==> src/sv/wcos_pkg.sv <==
// Package for the 2.4 GHz channel overlap selector.
// Holds the channel constants, the overlap weight table and the controller command type.
// No dependencies.
package wcos_pkg;

  localparam int NUM_CHANNELS = 14;
  localparam int USE_WIDTH    = 20;
  localparam int USE_OUT_W    = 20;
  localparam int OVL_W        = 32;
  localparam int FREQ_W       = 13;
  localparam int LEVEL_W      = 8;
  localparam int CH_W         = $clog2(NUM_CHANNELS);
  localparam int WEIGHT_W     = 7;
  localparam int ADD_W        = 9;

  localparam logic [FREQ_W-1:0] FREQ_CH1    = 13'd2412;
  localparam logic [FREQ_W-1:0] FREQ_CH14   = 13'd2484;
  localparam logic [FREQ_W-1:0] FREQ_STEP   = 13'd5;
  localparam logic [LEVEL_W-1:0] LEVEL_POS_MAX = 8'd64;
  localparam logic signed [ADD_W-1:0] WEIGHTED_BASE = 9'sd100;

  localparam logic [CH_W-1:0] IDX_CH12  = 4'd11;
  localparam logic [CH_W-1:0] IDX_CH13  = 4'd12;
  localparam logic [CH_W-1:0] IDX_CH14  = 4'd13;
  localparam logic [CH_W-1:0] IDX_LAST  = 4'd13;

  localparam logic [WEIGHT_W-1:0] W_D0 = 7'd100;
  localparam logic [WEIGHT_W-1:0] W_D1 = 7'd77;
  localparam logic [WEIGHT_W-1:0] W_D2 = 7'd54;
  localparam logic [WEIGHT_W-1:0] W_D3 = 7'd31;
  localparam logic [WEIGHT_W-1:0] W_D4 = 7'd9;
  localparam logic [WEIGHT_W-1:0] W_14_12 = 7'd22;
  localparam logic [WEIGHT_W-1:0] W_14_13 = 7'd45;

  typedef struct packed {
    logic            accum;
    logic            mac;
    logic            row_end;
    logic [CH_W-1:0] ch;
    logic [CH_W-1:0] k;
    logic [CH_W-1:0] emit_idx;
    logic            clear;
  } cmd_t;

  function automatic logic [FREQ_W-1:0] chan_freq(int i);
    logic [FREQ_W-1:0] f;
    if (i == NUM_CHANNELS - 1) begin
      f = FREQ_CH14;
    end else begin
      f = FREQ_CH1 + FREQ_W'(i) * FREQ_STEP;
    end
    return f;
  endfunction

  function automatic logic [WEIGHT_W-1:0] overlap_weight(logic [CH_W-1:0] c,
                                                          logic [CH_W-1:0] k);
    logic [CH_W-1:0] d;
    logic [CH_W-1:0] other;
    logic [WEIGHT_W-1:0] w;
    d = (c > k) ? (c - k) : (k - c);
    other = (c == IDX_CH14) ? k : c;
    if (c == IDX_CH14 || k == IDX_CH14) begin
      case (other)
        IDX_CH12: w = W_14_12;
        IDX_CH13: w = W_14_13;
        IDX_CH14: w = W_D0;
        default:  w = '0;
      endcase
    end else begin
      case (d)
        4'd0:    w = W_D0;
        4'd1:    w = W_D1;
        4'd2:    w = W_D2;
        4'd3:    w = W_D3;
        4'd4:    w = W_D4;
        default: w = '0;
      endcase
    end
    return w;
  endfunction

endpackage

==> src/sv/wcos_if.sv <==
// Channel interfaces of the channel overlap selector: scan entries, results, configuration.
// Depends on wcos_pkg for field widths.
interface wcos_in_if;
  logic                        valid;
  logic                        ready;
  logic [wcos_pkg::FREQ_W-1:0]  freq_mhz;
  logic [wcos_pkg::LEVEL_W-1:0] level_raw;
  logic                        entry_valid;
  logic                        last_entry;
  modport source (output valid, freq_mhz, level_raw, entry_valid, last_entry, input ready);
  modport sink   (input valid, freq_mhz, level_raw, entry_valid, last_entry, output ready);
endinterface

interface wcos_out_if;
  logic                                valid;
  logic                                ready;
  logic [wcos_pkg::CH_W-1:0]           channel_number;
  logic signed [wcos_pkg::USE_OUT_W-1:0] channel_use;
  logic signed [wcos_pkg::OVL_W-1:0]   overlap_hundredths;
  logic                                is_best;
  logic                                last_result;
  modport source (output valid, channel_number, channel_use, overlap_hundredths, is_best,
                  last_result, input ready);
  modport sink   (input valid, channel_number, channel_use, overlap_hundredths, is_best,
                  last_result, output ready);
endinterface

interface wcos_cfg_if;
  logic valid;
  logic ready;
  logic weighted_mode;
  modport source (output valid, weighted_mode, input ready);
  modport sink   (input valid, weighted_mode, output ready);
endinterface

==> src/sv/wcos_ctrl.sv <==
// Controller of the channel overlap selector: accumulate, multiply-accumulate sweep, emission.
// Depends on wcos_pkg for cmd_t and channel constants.
module wcos_ctrl (
  input  logic          clk_i,
  input  logic          rst_ni,
  input  logic          in_valid_i,
  input  logic          in_last_i,
  output logic          in_ready_o,
  input  logic          out_ready_i,
  output logic          out_valid_o,
  output wcos_pkg::cmd_t cmd_o
);
  import wcos_pkg::*;

  localparam logic [1:0] S_ACCUM = 2'd0;
  localparam logic [1:0] S_CALC  = 2'd1;
  localparam logic [1:0] S_FLUSH = 2'd2;
  localparam logic [1:0] S_EMIT  = 2'd3;

  logic [1:0]      state_q, state_d;
  logic [CH_W-1:0] c_q, c_d;
  logic [CH_W-1:0] k_q, k_d;
  logic [CH_W-1:0] e_q, e_d;
  logic            in_fire;
  logic            out_fire;

  assign in_ready_o  = (state_q == S_ACCUM);
  assign out_valid_o = (state_q == S_EMIT);
  assign in_fire     = in_valid_i && in_ready_o;
  assign out_fire    = out_valid_o && out_ready_i;

  always_comb begin
    state_d = state_q;
    c_d     = c_q;
    k_d     = k_q;
    e_d     = e_q;
    case (state_q)
      S_ACCUM: begin
        if (in_fire && in_last_i) begin
          state_d = S_CALC;
          c_d     = '0;
          k_d     = '0;
        end
      end
      S_CALC: begin
        if (k_q == IDX_LAST) begin
          k_d = '0;
          c_d = c_q + 1'b1;
          if (c_q == IDX_LAST) begin
            state_d = S_FLUSH;
          end
        end else begin
          k_d = k_q + 1'b1;
        end
      end
      S_FLUSH: begin
        state_d = S_EMIT;
        e_d     = '0;
      end
      S_EMIT: begin
        if (out_fire) begin
          e_d = e_q + 1'b1;
          if (e_q == IDX_LAST) begin
            state_d = S_ACCUM;
          end
        end
      end
      default: state_d = S_ACCUM;
    endcase
  end

  always_comb begin
    cmd_o          = '0;
    cmd_o.accum    = in_fire;
    cmd_o.mac      = (state_q == S_CALC);
    cmd_o.row_end  = (k_q == IDX_LAST);
    cmd_o.ch       = c_q;
    cmd_o.k        = k_q;
    cmd_o.emit_idx = e_q;
    cmd_o.clear    = out_fire && (e_q == IDX_LAST);
  end

  always_ff @(posedge clk_i or negedge rst_ni) begin
    if (!rst_ni) begin
      state_q <= S_ACCUM;
      c_q     <= '0;
      k_q     <= '0;
      e_q     <= '0;
    end else begin
      state_q <= state_d;
      c_q     <= c_d;
      k_q     <= k_d;
      e_q     <= e_d;
    end
  end

endmodule

==> src/sv/wcos_dp.sv <==
// Datapath of the channel overlap selector: per-channel utilization lanes, one multiply-
// accumulate unit, overlap store and running minimum. Depends on wcos_pkg.
module wcos_dp #(
  parameter int USE_WIDTH = wcos_pkg::USE_WIDTH
) (
  input  logic                                clk_i,
  input  logic                                rst_ni,
  input  wcos_pkg::cmd_t                      cmd_i,
  input  logic                                cfg_we_i,
  input  logic                                cfg_weighted_i,
  input  logic [wcos_pkg::FREQ_W-1:0]         freq_mhz_i,
  input  logic [wcos_pkg::LEVEL_W-1:0]        level_raw_i,
  input  logic                                entry_valid_i,
  output logic [wcos_pkg::CH_W-1:0]           channel_number_o,
  output logic signed [wcos_pkg::USE_OUT_W-1:0] channel_use_o,
  output logic signed [wcos_pkg::OVL_W-1:0]   overlap_hundredths_o,
  output logic                                is_best_o,
  output logic                                last_result_o
);
  import wcos_pkg::*;

  localparam int PROD_W = USE_WIDTH + WEIGHT_W + 1;
  localparam int ACC_W  = USE_WIDTH + 9;
  localparam int SAT_W  = (ACC_W > OVL_W) ? ACC_W : OVL_W;
  localparam int UX_W   = (USE_WIDTH > USE_OUT_W) ? USE_WIDTH : USE_OUT_W;

  localparam logic signed [SAT_W-1:0] OVL_MAX = {{(SAT_W-OVL_W+1){1'b0}}, {(OVL_W-1){1'b1}}};
  localparam logic signed [SAT_W-1:0] OVL_MIN = ~OVL_MAX;
  localparam logic signed [UX_W-1:0]  UOUT_MAX =
    {{(UX_W-USE_OUT_W+1){1'b0}}, {(USE_OUT_W-1){1'b1}}};
  localparam logic signed [UX_W-1:0]  UOUT_MIN = ~UOUT_MAX;
  localparam logic signed [USE_WIDTH-1:0] USE_MAX = {1'b0, {(USE_WIDTH-1){1'b1}}};
  localparam logic signed [USE_WIDTH-1:0] USE_MIN = ~USE_MAX;

  logic                        mode_q;
  logic signed [USE_WIDTH-1:0] use_q [NUM_CHANNELS];
  logic [NUM_CHANNELS-1:0]     hit;
  logic signed [ADD_W-1:0]     add_val;
  logic signed [ADD_W-1:0]     rssi;

  logic signed [PROD_W-1:0]    prod_q;
  logic                        prod_vld_q;
  logic                        prod_end_q;
  logic [CH_W-1:0]             prod_ch_q;
  logic signed [ACC_W-1:0]     acc_q;
  logic signed [ACC_W-1:0]     acc_sum;
  logic signed [SAT_W-1:0]     acc_x;
  logic signed [OVL_W-1:0]     ovl_sat;
  logic signed [OVL_W-1:0]     ovl_q [NUM_CHANNELS];
  logic signed [OVL_W-1:0]     min_q;
  logic signed [USE_WIDTH-1:0] use_sel;
  logic signed [UX_W-1:0]      use_x;

  always_ff @(posedge clk_i or negedge rst_ni) begin
    if (!rst_ni) begin
      mode_q <= 1'b0;
    end else if (cfg_we_i) begin
      mode_q <= cfg_weighted_i;
    end
  end

  always_comb begin
    for (int i = 0; i < NUM_CHANNELS; i++) begin
      hit[i] = cmd_i.accum && entry_valid_i && (freq_mhz_i == chan_freq(i));
    end
    if (level_raw_i > LEVEL_POS_MAX) begin
      rssi = $signed({1'b1, level_raw_i});
    end else begin
      rssi = $signed({1'b0, level_raw_i});
    end
    add_val = mode_q ? (WEIGHTED_BASE + rssi) : 9'sd1;
  end

  for (genvar i = 0; i < NUM_CHANNELS; i++) begin : g_lane
    logic signed [USE_WIDTH:0] sum_ext;
    assign sum_ext = {use_q[i][USE_WIDTH-1], use_q[i]}
                   + {{(USE_WIDTH+1-ADD_W){add_val[ADD_W-1]}}, add_val};
    always_ff @(posedge clk_i or negedge rst_ni) begin
      if (!rst_ni) begin
        use_q[i] <= '0;
      end else if (cmd_i.clear) begin
        use_q[i] <= '0;
      end else if (hit[i]) begin
        if (sum_ext[USE_WIDTH] != sum_ext[USE_WIDTH-1]) begin
          use_q[i] <= sum_ext[USE_WIDTH] ? USE_MIN : USE_MAX;
        end else begin
          use_q[i] <= sum_ext[USE_WIDTH-1:0];
        end
      end
    end
  end

  always_ff @(posedge clk_i) begin
    prod_q    <= use_q[cmd_i.k] * $signed({1'b0, overlap_weight(cmd_i.ch, cmd_i.k)});
    prod_end_q <= cmd_i.row_end;
    prod_ch_q  <= cmd_i.ch;
  end

  always_ff @(posedge clk_i or negedge rst_ni) begin
    if (!rst_ni) begin
      prod_vld_q <= 1'b0;
    end else begin
      prod_vld_q <= cmd_i.mac;
    end
  end

  always_comb begin
    acc_sum = acc_q + {{(ACC_W-PROD_W){prod_q[PROD_W-1]}}, prod_q};
    acc_x   = {{(SAT_W-ACC_W){acc_sum[ACC_W-1]}}, acc_sum};
    if (acc_x > OVL_MAX) begin
      ovl_sat = OVL_MAX[OVL_W-1:0];
    end else if (acc_x < OVL_MIN) begin
      ovl_sat = OVL_MIN[OVL_W-1:0];
    end else begin
      ovl_sat = acc_x[OVL_W-1:0];
    end
  end

  always_ff @(posedge clk_i or negedge rst_ni) begin
    if (!rst_ni) begin
      acc_q <= '0;
    end else if (prod_vld_q) begin
      acc_q <= prod_end_q ? '0 : acc_sum;
    end
  end

  always_ff @(posedge clk_i) begin
    if (prod_vld_q && prod_end_q) begin
      ovl_q[prod_ch_q] <= ovl_sat;
      if (prod_ch_q == '0) begin
        min_q <= ovl_sat;
      end else if (prod_ch_q != IDX_LAST && ovl_sat < min_q) begin
        min_q <= ovl_sat;
      end
    end
  end

  always_comb begin
    use_sel = use_q[cmd_i.emit_idx];
    use_x   = {{(UX_W-USE_WIDTH){use_sel[USE_WIDTH-1]}}, use_sel};
    if (use_x > UOUT_MAX) begin
      channel_use_o = UOUT_MAX[USE_OUT_W-1:0];
    end else if (use_x < UOUT_MIN) begin
      channel_use_o = UOUT_MIN[USE_OUT_W-1:0];
    end else begin
      channel_use_o = use_x[USE_OUT_W-1:0];
    end
    channel_number_o     = cmd_i.emit_idx + 1'b1;
    overlap_hundredths_o = ovl_q[cmd_i.emit_idx];
    is_best_o            = (ovl_q[cmd_i.emit_idx] <= min_q);
    last_result_o        = (cmd_i.emit_idx == IDX_LAST);
  end

endmodule

==> src/sv/wifi_channel_overlap_selector.sv <==
// Top level of the 2.4 GHz channel overlap selector.
// Depends on wcos_pkg, the interfaces in wcos_if.sv, wcos_ctrl and wcos_dp.
//
// Scan entries arrive on in_i (valid/ready). Each accepted entry with entry_valid
// set and a known channel frequency adds to that channel's utilization, so
// entries stream at one per cycle while in_i is ready. The entry flagged
// last_entry starts the overlap computation: one multiply-accumulate unit walks
// 14 channels by 14 weights and drains its product register; in_i is not ready.
// Then 14 results, channels 1 to 14, leave on out_i (valid/ready); the result
// of channel 14 carries last_result. A stalled receiver simply holds the
// current result; the next one follows once it is taken. After the last
// result the utilization store is cleared and in_i is ready again.
// A last item thus occupies the block for the computation and 14 result
// transactions.
// cfg_i is always ready and sets weighted_mode; write it only while idle.
// Reset clears the utilization store, the mode and all control state.
module wifi_channel_overlap_selector #(
  parameter int USE_WIDTH = wcos_pkg::USE_WIDTH
) (
  input  logic              clk_i,
  input  logic              rst_ni,
  wcos_in_if.sink           in_i,
  wcos_out_if.source        out_o,
  wcos_cfg_if.sink          cfg_i
);
  import wcos_pkg::*;

  cmd_t cmd;
  logic in_ready;
  logic out_valid;

  assign cfg_i.ready = 1'b1;
  assign in_i.ready  = in_ready;
  assign out_o.valid = out_valid;

  wcos_ctrl u_ctrl (
    .clk_i       (clk_i),
    .rst_ni      (rst_ni),
    .in_valid_i  (in_i.valid),
    .in_last_i   (in_i.last_entry),
    .in_ready_o  (in_ready),
    .out_ready_i (out_o.ready),
    .out_valid_o (out_valid),
    .cmd_o       (cmd)
  );

  wcos_dp #(
    .USE_WIDTH (USE_WIDTH)
  ) u_dp (
    .clk_i                (clk_i),
    .rst_ni               (rst_ni),
    .cmd_i                (cmd),
    .cfg_we_i             (cfg_i.valid),
    .cfg_weighted_i       (cfg_i.weighted_mode),
    .freq_mhz_i           (in_i.freq_mhz),
    .level_raw_i          (in_i.level_raw),
    .entry_valid_i        (in_i.entry_valid),
    .channel_number_o     (out_o.channel_number),
    .channel_use_o        (out_o.channel_use),
    .overlap_hundredths_o (out_o.overlap_hundredths),
    .is_best_o            (out_o.is_best),
    .last_result_o        (out_o.last_result)
  );

endmodule
==> src/flat_wrapper.sv <==
// flat-port wrapper written by rule: the top's interface ports become plain ports
module wifi_channel_overlap_selector_flat import wcos_pkg::*;
#(
  parameter int USE_WIDTH = wcos_pkg::USE_WIDTH
)
  (clk_i, rst_ni, in_i_valid, in_i_freq_mhz, in_i_level_raw, in_i_entry_valid, in_i_last_entry, in_i_ready, out_o_valid, out_o_channel_number, out_o_channel_use, out_o_overlap_hundredths, out_o_is_best, out_o_last_result, out_o_ready, cfg_i_valid, cfg_i_weighted_mode, cfg_i_ready);
  wcos_in_if in_i_i ();
  wcos_out_if out_o_i ();
  wcos_cfg_if cfg_i_i ();
  input  logic clk_i;
  input  logic rst_ni;
  input wire logic [$bits(in_i_i.valid)-1:0] in_i_valid;
  input wire logic [$bits(in_i_i.freq_mhz)-1:0] in_i_freq_mhz;
  input wire logic [$bits(in_i_i.level_raw)-1:0] in_i_level_raw;
  input wire logic [$bits(in_i_i.entry_valid)-1:0] in_i_entry_valid;
  input wire logic [$bits(in_i_i.last_entry)-1:0] in_i_last_entry;
  output wire logic [$bits(in_i_i.ready)-1:0] in_i_ready;
  output wire logic [$bits(out_o_i.valid)-1:0] out_o_valid;
  output wire logic [$bits(out_o_i.channel_number)-1:0] out_o_channel_number;
  output wire logic [$bits(out_o_i.channel_use)-1:0] out_o_channel_use;
  output wire logic [$bits(out_o_i.overlap_hundredths)-1:0] out_o_overlap_hundredths;
  output wire logic [$bits(out_o_i.is_best)-1:0] out_o_is_best;
  output wire logic [$bits(out_o_i.last_result)-1:0] out_o_last_result;
  input wire logic [$bits(out_o_i.ready)-1:0] out_o_ready;
  input wire logic [$bits(cfg_i_i.valid)-1:0] cfg_i_valid;
  input wire logic [$bits(cfg_i_i.weighted_mode)-1:0] cfg_i_weighted_mode;
  output wire logic [$bits(cfg_i_i.ready)-1:0] cfg_i_ready;
  assign in_i_i.valid = in_i_valid;
  assign in_i_i.freq_mhz = in_i_freq_mhz;
  assign in_i_i.level_raw = in_i_level_raw;
  assign in_i_i.entry_valid = in_i_entry_valid;
  assign in_i_i.last_entry = in_i_last_entry;
  assign in_i_ready = in_i_i.ready;
  assign out_o_valid = out_o_i.valid;
  assign out_o_channel_number = out_o_i.channel_number;
  assign out_o_channel_use = out_o_i.channel_use;
  assign out_o_overlap_hundredths = out_o_i.overlap_hundredths;
  assign out_o_is_best = out_o_i.is_best;
  assign out_o_last_result = out_o_i.last_result;
  assign out_o_i.ready = out_o_ready;
  assign cfg_i_i.valid = cfg_i_valid;
  assign cfg_i_i.weighted_mode = cfg_i_weighted_mode;
  assign cfg_i_ready = cfg_i_i.ready;
  wifi_channel_overlap_selector #(.USE_WIDTH(USE_WIDTH)) u_core (.clk_i(clk_i), .rst_ni(rst_ni), .in_i(in_i_i), .out_o(out_o_i), .cfg_i(cfg_i_i));
endmodule
==> config.mk <==
export PLATFORM = sky130hd
export DESIGN_NAME = wifi_channel_overlap_selector_flat
export DESIGN_NICKNAME = d
export VERILOG_FILES = /design/src/sv/wcos_pkg.sv /design/src/sv/wcos_if.sv /design/src/sv/wcos_ctrl.sv /design/src/sv/wcos_dp.sv /design/src/sv/wifi_channel_overlap_selector.sv /design/src/flat_wrapper.sv
export SDC_FILE = /design/constraint.sdc
export NUM_CORES = 2
export LEC_CHECK = 0
export ABC_AREA = 1
export ABC_CLOCK_PERIOD_IN_PS = 14100
export BUFFER_PORTS_ARGS = -buffer_cell sky130_fd_sc_hd__buf_2
export CAP_MARGIN = 20
export CORE_UTILIZATION = 65
export DETAILED_ROUTE_END_ITERATION = 12
export PLACE_DENSITY = 0.82
export REMOVE_ABC_BUFFERS = 1
export SYNTH_ARGS = -nofsm -noshare
export SYNTH_HDL_FRONTEND = slang
export SYNTH_SLANG_ARGS = --single-unit
==> constraint.sdc <==
create_clock -name clk_i -period 14.1 [get_ports clk_i]
set_clock_uncertainty 0.15 [all_clocks]
set_input_delay 1.41 -clock clk_i [delete_from_list [all_inputs] [get_ports clk_i]]
set_output_delay 1.41 -clock clk_i [all_outputs]
set_load 0.05 [all_outputs]
==> flow_summary.json <==
{
  "final_layout_size_suffix_gt1_share_pct": 5.483,
  "synth.cell_area_mm2": 0.06411,
  "clock_root_buffer": "sky130_fd_sc_hd__clkbuf_16",
  "first_pass_iters": 9,
  "cts_buffer_depth": 3,
  "post-layout-total-power_w": 0.01460,
  "postCtsHoldBufs": 0,
  "gp_routability_congestion": 1.048,
  "starting_density_of_the_core_pct": 66.00,
  "fmax_mhz": 126.4,
  "cts_tree": "built",
  "route.detailed.wl_per_inst_um": 22.07,
  "slowest_stage": "sky130_fd_sc_hd__dfrtp_4",
  "synth-seq-area-share_pct": 34.79,
  "antenna_violations_before_repair": 4,
  "layout.cell_area.non_filler_mm2": 0.06850,
  "netlist-cell-type-count": 64,
  "dieArea_mm2": 0.09989,
  "cts_sinks": 808,
  "drc": 0,
  "layoutNonFillerInstCount": 9976,
  "rrSetupSlack_ps": 6260,
  "standard_cell_row_count": 114,
  "routed_via_density": 6.195,
  "yosys_most_used_dff": "sky130_fd_sc_hd__edfxtp_1",
  "postCtsSetupRepairBufs": 0,
  "maximum_number_of_pins_on_one_net_before_global_route_repair": 210,
  "grt_overflow": 0,
  "initial_drc_count": 7624,
  "critPathRequiredTime_ps": 12540,
  "synth.top_cell.area_share_pct": 21.08,
  "io_buffers": 88,
  "timing.critical_path.from_type": "flip-flop",
  "power_per_cell_area_mw_per_mm2": 213.2,
  "worst_setup_hold_path_clk_slew_ps": 60,
  "worst_setup_path_end_kind": "output port",
  "power.sequential.fraction_pct": 22.9,
  "total_wirelength_of_the_detailed_routed_design_mm": 220.2,
  "switching_share_pct": 50.35,
  "totalNegativeSetupSlack_ps": 0,
  "synth_warnings": 0,
  "final-hold-violation-count": 0,
  "irDropWorstVdd_v": 0.0002536,
  "htree_num_levels": 3,
  "timing.hold.worst_endpoint": "u_core.u_dp.acc_q[15]",
  "dp_hpwl_mm": 159.9,
  "design.core.area_mm2": 0.09714,
  "pwr-share-comb_pct": 60.4,
  "areaGrowthSynthToFinish_pct": 6.848,
  "cp.arrival_ps": 6350,
  "placedCellCount": 9808,
  "run_status": "finished, final reports clean",
  "syn_avg_cell_area_um2": 7.397,
  "fin_worst_hold_slack_ps": 341.7,
  "antenna_violating_nets_post_route": 0,
  "setup_viol": 0,
  "p_leak_nw": 33.26,
  "postCtsResizedCells": 0,
  "post_synth_inst_count": 8667,
  "top_level_ports": 90,
  "worst_r2r_endpoint": "u_core.u_dp.prod_q[27]",
  "hold_path_startpoint": "u_core.u_dp.acc_q[15]",
  "die_width_um": 316.1,
  "vias": 61806,
  "number_of_global_route_vias_before_repair": 57975,
  "rsz_0062_raised_after_global_routing": "false",
  "global_route.usage.total_pct": 43.47,
  "number_of_synthesized_flops_with_an_enable_pin": 450,
  "insertion_delay_ps": 700,
  "critPathMaxStageDelay_ps": 1000,
  "whs_path_cells": 2,
  "cap_violations": 0,
  "post_synthesis_cell_type_with_the_largest_combined_area": "sky130_fd_sc_hd__edfxtp_1",
  "timing.max_slew.rel_slack_pct": 13.28,
  "slew_violations": 0,
  "synth-seq-cells": 808,
  "cp_max_fo": 99,
  "max_slew.worst_pin.slew_ps": 1298,
  "period_share_pct": 56.11,
  "final.min_clock_period_ps": 7911,
  "rr_startpoint": "u_core.u_ctrl.k_q[3]",
  "rr_worst_depth": 27,
  "number_of_nets_in_the_layout": 9222,
  "ffs_w_async_s_r_synth_pct": 40.22,
  "critical_path.cell_chain": "buf_4 -> buf_4 -> o21ai_0 -> o22ai_1 -> a21oi_1 -> o21ai_0 -> ha_1 -> nand2_1 -> nor3_1 -> inv_1 -> o21ai_0 -> nand2_1 -> nand2_1 -> nand2_1 -> nand3_1 -> buf_2",
  "grt_first_pass_wirelength_mm": 332.7,
  "ys_top_cells_by_area": "sky130_fd_sc_hd__edfxtp_1 (21%), sky130_fd_sc_hd__nand2_1 (15%), sky130_fd_sc_hd__dfrtp_1 (13%), sky130_fd_sc_hd__ha_1 (8.6%), sky130_fd_sc_hd__inv_1 (5.2%)",
  "criticalPathCategory": "flip-flop to output port",
  "power_frac_clock_pct": 16.6,
  "worst_hold_path_type": "flip-flop to flip-flop",
  "power.switching_w": 0.007352,
  "critical_path.most_common_cell": "sky130_fd_sc_hd__nand2_1",
  "die-height_um": 316.1,
  "total_clock_buffers_created_by_cts": 88,
  "cell_area_after_placement_mm2": 0.06543,
  "power_report.internal_total_w": 0.007250
}
registers in the layout (all words and copies together) (netlist names):
signal and flops:
u_core.u_dp.ovl_q 420, u_core.u_dp.prod_vld_q 1, u_core.u_ctrl.c_q 4, u_core.u_ctrl.state_q 2
u_core.u_dp.use_q 280, u_core.u_dp.mode_q 1, u_core.u_ctrl.k_q 4, u_core.u_dp.prod_end_q 1
u_core.u_ctrl.e_q 4, u_core.u_dp.min_q 30, u_core.u_dp.acc_q 29, u_core.u_dp.prod_q 28
u_core.u_dp.prod_ch_q 4
layout by cell type, fill, tap and decap left out, types with 69 or more instances in the layout:
master,Yosys,routed
sky130_fd_sc_hd__and2_1,72,72
sky130_fd_sc_hd__a21oi_1,571,566
sky130_fd_sc_hd__inv_1,894,891
sky130_fd_sc_hd__nor2_1,798,782
sky130_fd_sc_hd__nand4_1,169,169
sky130_fd_sc_hd__o21ai_0,510,510
sky130_fd_sc_hd__xor2_1,89,89
sky130_fd_sc_hd__nand2_1,2564,2564
sky130_fd_sc_hd__fa_1,123,123
sky130_fd_sc_hd__clkbuf_16,0,89
sky130_fd_sc_hd__o211ai_1,69,69
sky130_fd_sc_hd__buf_2,64,87
sky130_fd_sc_hd__ha_1,443,443
sky130_fd_sc_hd__nand3_1,610,610
sky130_fd_sc_hd__o21bai_1,84,84
sky130_fd_sc_hd__dfrtp_1,325,319
sky130_fd_sc_hd__edfxtp_1,450,450
sky130_fd_sc_hd__xnor2_1,162,162
synthesized netlist by cell type (4+ instances only):
| cell | n |
|---|---|
| sky130_fd_sc_hd__a211oi_1 | 12 |
| sky130_fd_sc_hd__a21boi_0 | 4 |
| sky130_fd_sc_hd__a21o_1 | 4 |
| sky130_fd_sc_hd__a21oi_1 | 571 |
| sky130_fd_sc_hd__a21oi_4 | 14 |
| sky130_fd_sc_hd__a221oi_1 | 21 |
| sky130_fd_sc_hd__a22o_1 | 6 |
| sky130_fd_sc_hd__a31oi_1 | 22 |
| sky130_fd_sc_hd__a32o_1 | 10 |
| sky130_fd_sc_hd__and2_1 | 72 |
| sky130_fd_sc_hd__buf_1 | 26 |
| sky130_fd_sc_hd__buf_2 | 64 |
| sky130_fd_sc_hd__buf_4 | 14 |
| sky130_fd_sc_hd__buf_6 | 26 |
| sky130_fd_sc_hd__clkbuf_1 | 152 |
| sky130_fd_sc_hd__dfrtp_1 | 325 |
| sky130_fd_sc_hd__dfxtp_1 | 33 |
| sky130_fd_sc_hd__edfxtp_1 | 450 |
| sky130_fd_sc_hd__fa_1 | 123 |
| sky130_fd_sc_hd__ha_1 | 443 |
| sky130_fd_sc_hd__inv_1 | 894 |
| sky130_fd_sc_hd__inv_2 | 15 |
| sky130_fd_sc_hd__nand2_1 | 2564 |
| sky130_fd_sc_hd__nand2_2 | 59 |
| sky130_fd_sc_hd__nand3_1 | 610 |
| sky130_fd_sc_hd__nand3_2 | 4 |
| sky130_fd_sc_hd__nand3b_1 | 43 |
| sky130_fd_sc_hd__nand4_1 | 169 |
| sky130_fd_sc_hd__nor2_1 | 798 |
| sky130_fd_sc_hd__nor2_2 | 25 |
| sky130_fd_sc_hd__nor2_4 | 14 |
| sky130_fd_sc_hd__nor3_1 | 35 |
| sky130_fd_sc_hd__o2111ai_1 | 8 |
| sky130_fd_sc_hd__o211ai_1 | 69 |
| sky130_fd_sc_hd__o21a_1 | 5 |
| sky130_fd_sc_hd__o21ai_0 | 510 |
| sky130_fd_sc_hd__o21ai_1 | 5 |
| sky130_fd_sc_hd__o21bai_1 | 84 |
| sky130_fd_sc_hd__o221ai_1 | 21 |
| sky130_fd_sc_hd__o22ai_1 | 56 |
| sky130_fd_sc_hd__or2_2 | 5 |
| sky130_fd_sc_hd__xnor2_1 | 162 |
| sky130_fd_sc_hd__xor2_1 | 89 |
logic make-up after synthesis:
kind of cell / after synthesis / synth area share (%)
and+or+nand+nor: 4410 / 28.96
AOI/OAI and AO/OA: 1433 / 12.76
buffers and inverters: 1198 / 7.566
DFF: 808 / 34.79
adders and majority gates: 566 / 12.49
xor gates and xnor gates: 251 / 3.429
other: 1 / 0.005849
critical path: cells and delay by family (launching register included):
family | cells | cell delay [ps]
buffers and inverters | 4 | 1800
flip-flops | 1 | 1000
adder cells (fa/ha/maj) | 1 | 290
AND/OR/NAND/NOR | 6 | 790
AO/OA/AOI/OAI | 5 | 1680
worst max-delay path by stage:
stage	from	end	slack, ps
CTS	u_core.u_ctrl.e_q[0]	out_o_is_best	6400
finish	u_core.u_ctrl.e_q[0]	out_o_is_best	6190
global route	u_core.u_ctrl.k_q[3]	u_core.u_dp.prod_q[25]	5800
detailed placement	u_core.u_ctrl.k_q[3]	u_core.u_dp.prod_q[25]	6350
global placement	u_core.u_ctrl.k_q[3]	u_core.u_dp.prod_q[27]	6500
floorplan	u_core.u_ctrl.e_q[0]	out_o_is_best	-5050
power groups by stage:
stage                     registers, W  clock network, W  logic [W]
final                          0.00335           0.00243    0.00883
after global routing           0.00335           0.00252    0.00968
after CTS                      0.00334           0.00242    0.00862
after detailed placement       0.00339                 0    0.00852
after global placement         0.00338                 0    0.00821
after floorplan                0.00347                 0    0.00602
layer usage:
layer / track usage, % / vias to the layer above / wire length (um)
met3: 9.189 / 864 / 24370
met4: 29.48 / 4 / 17590
met5: 0 / - / 25
met1: 55.22 / 28602 / 83570
met2: 66.88 / 3620 / 94660
li1: - / 28716 / -
final cells by class:
type	count	area (um^2)
sequential	808	22320
clock buffer	121	2457
inverter	912	3440
timing repair buffer	156	1013
tap	1276	1597
antenna	1	2.502
multi-input combinational	6661	37120
fill	8006	28630
clock inverter	41	553.0
metrics by stage:
step / setup WS, ps / utilization, %
6_report: 6189 / 70.52
5_1_grt: 5802 / 70.52
4_1_cts: 6397 / 70.45
3_5_place_dp: 6346 / 67.35
3_3_place_gp: 6503 / 67.35
2_1_floorplan: -5047 / -
Power figures use the tool's default switching activity.
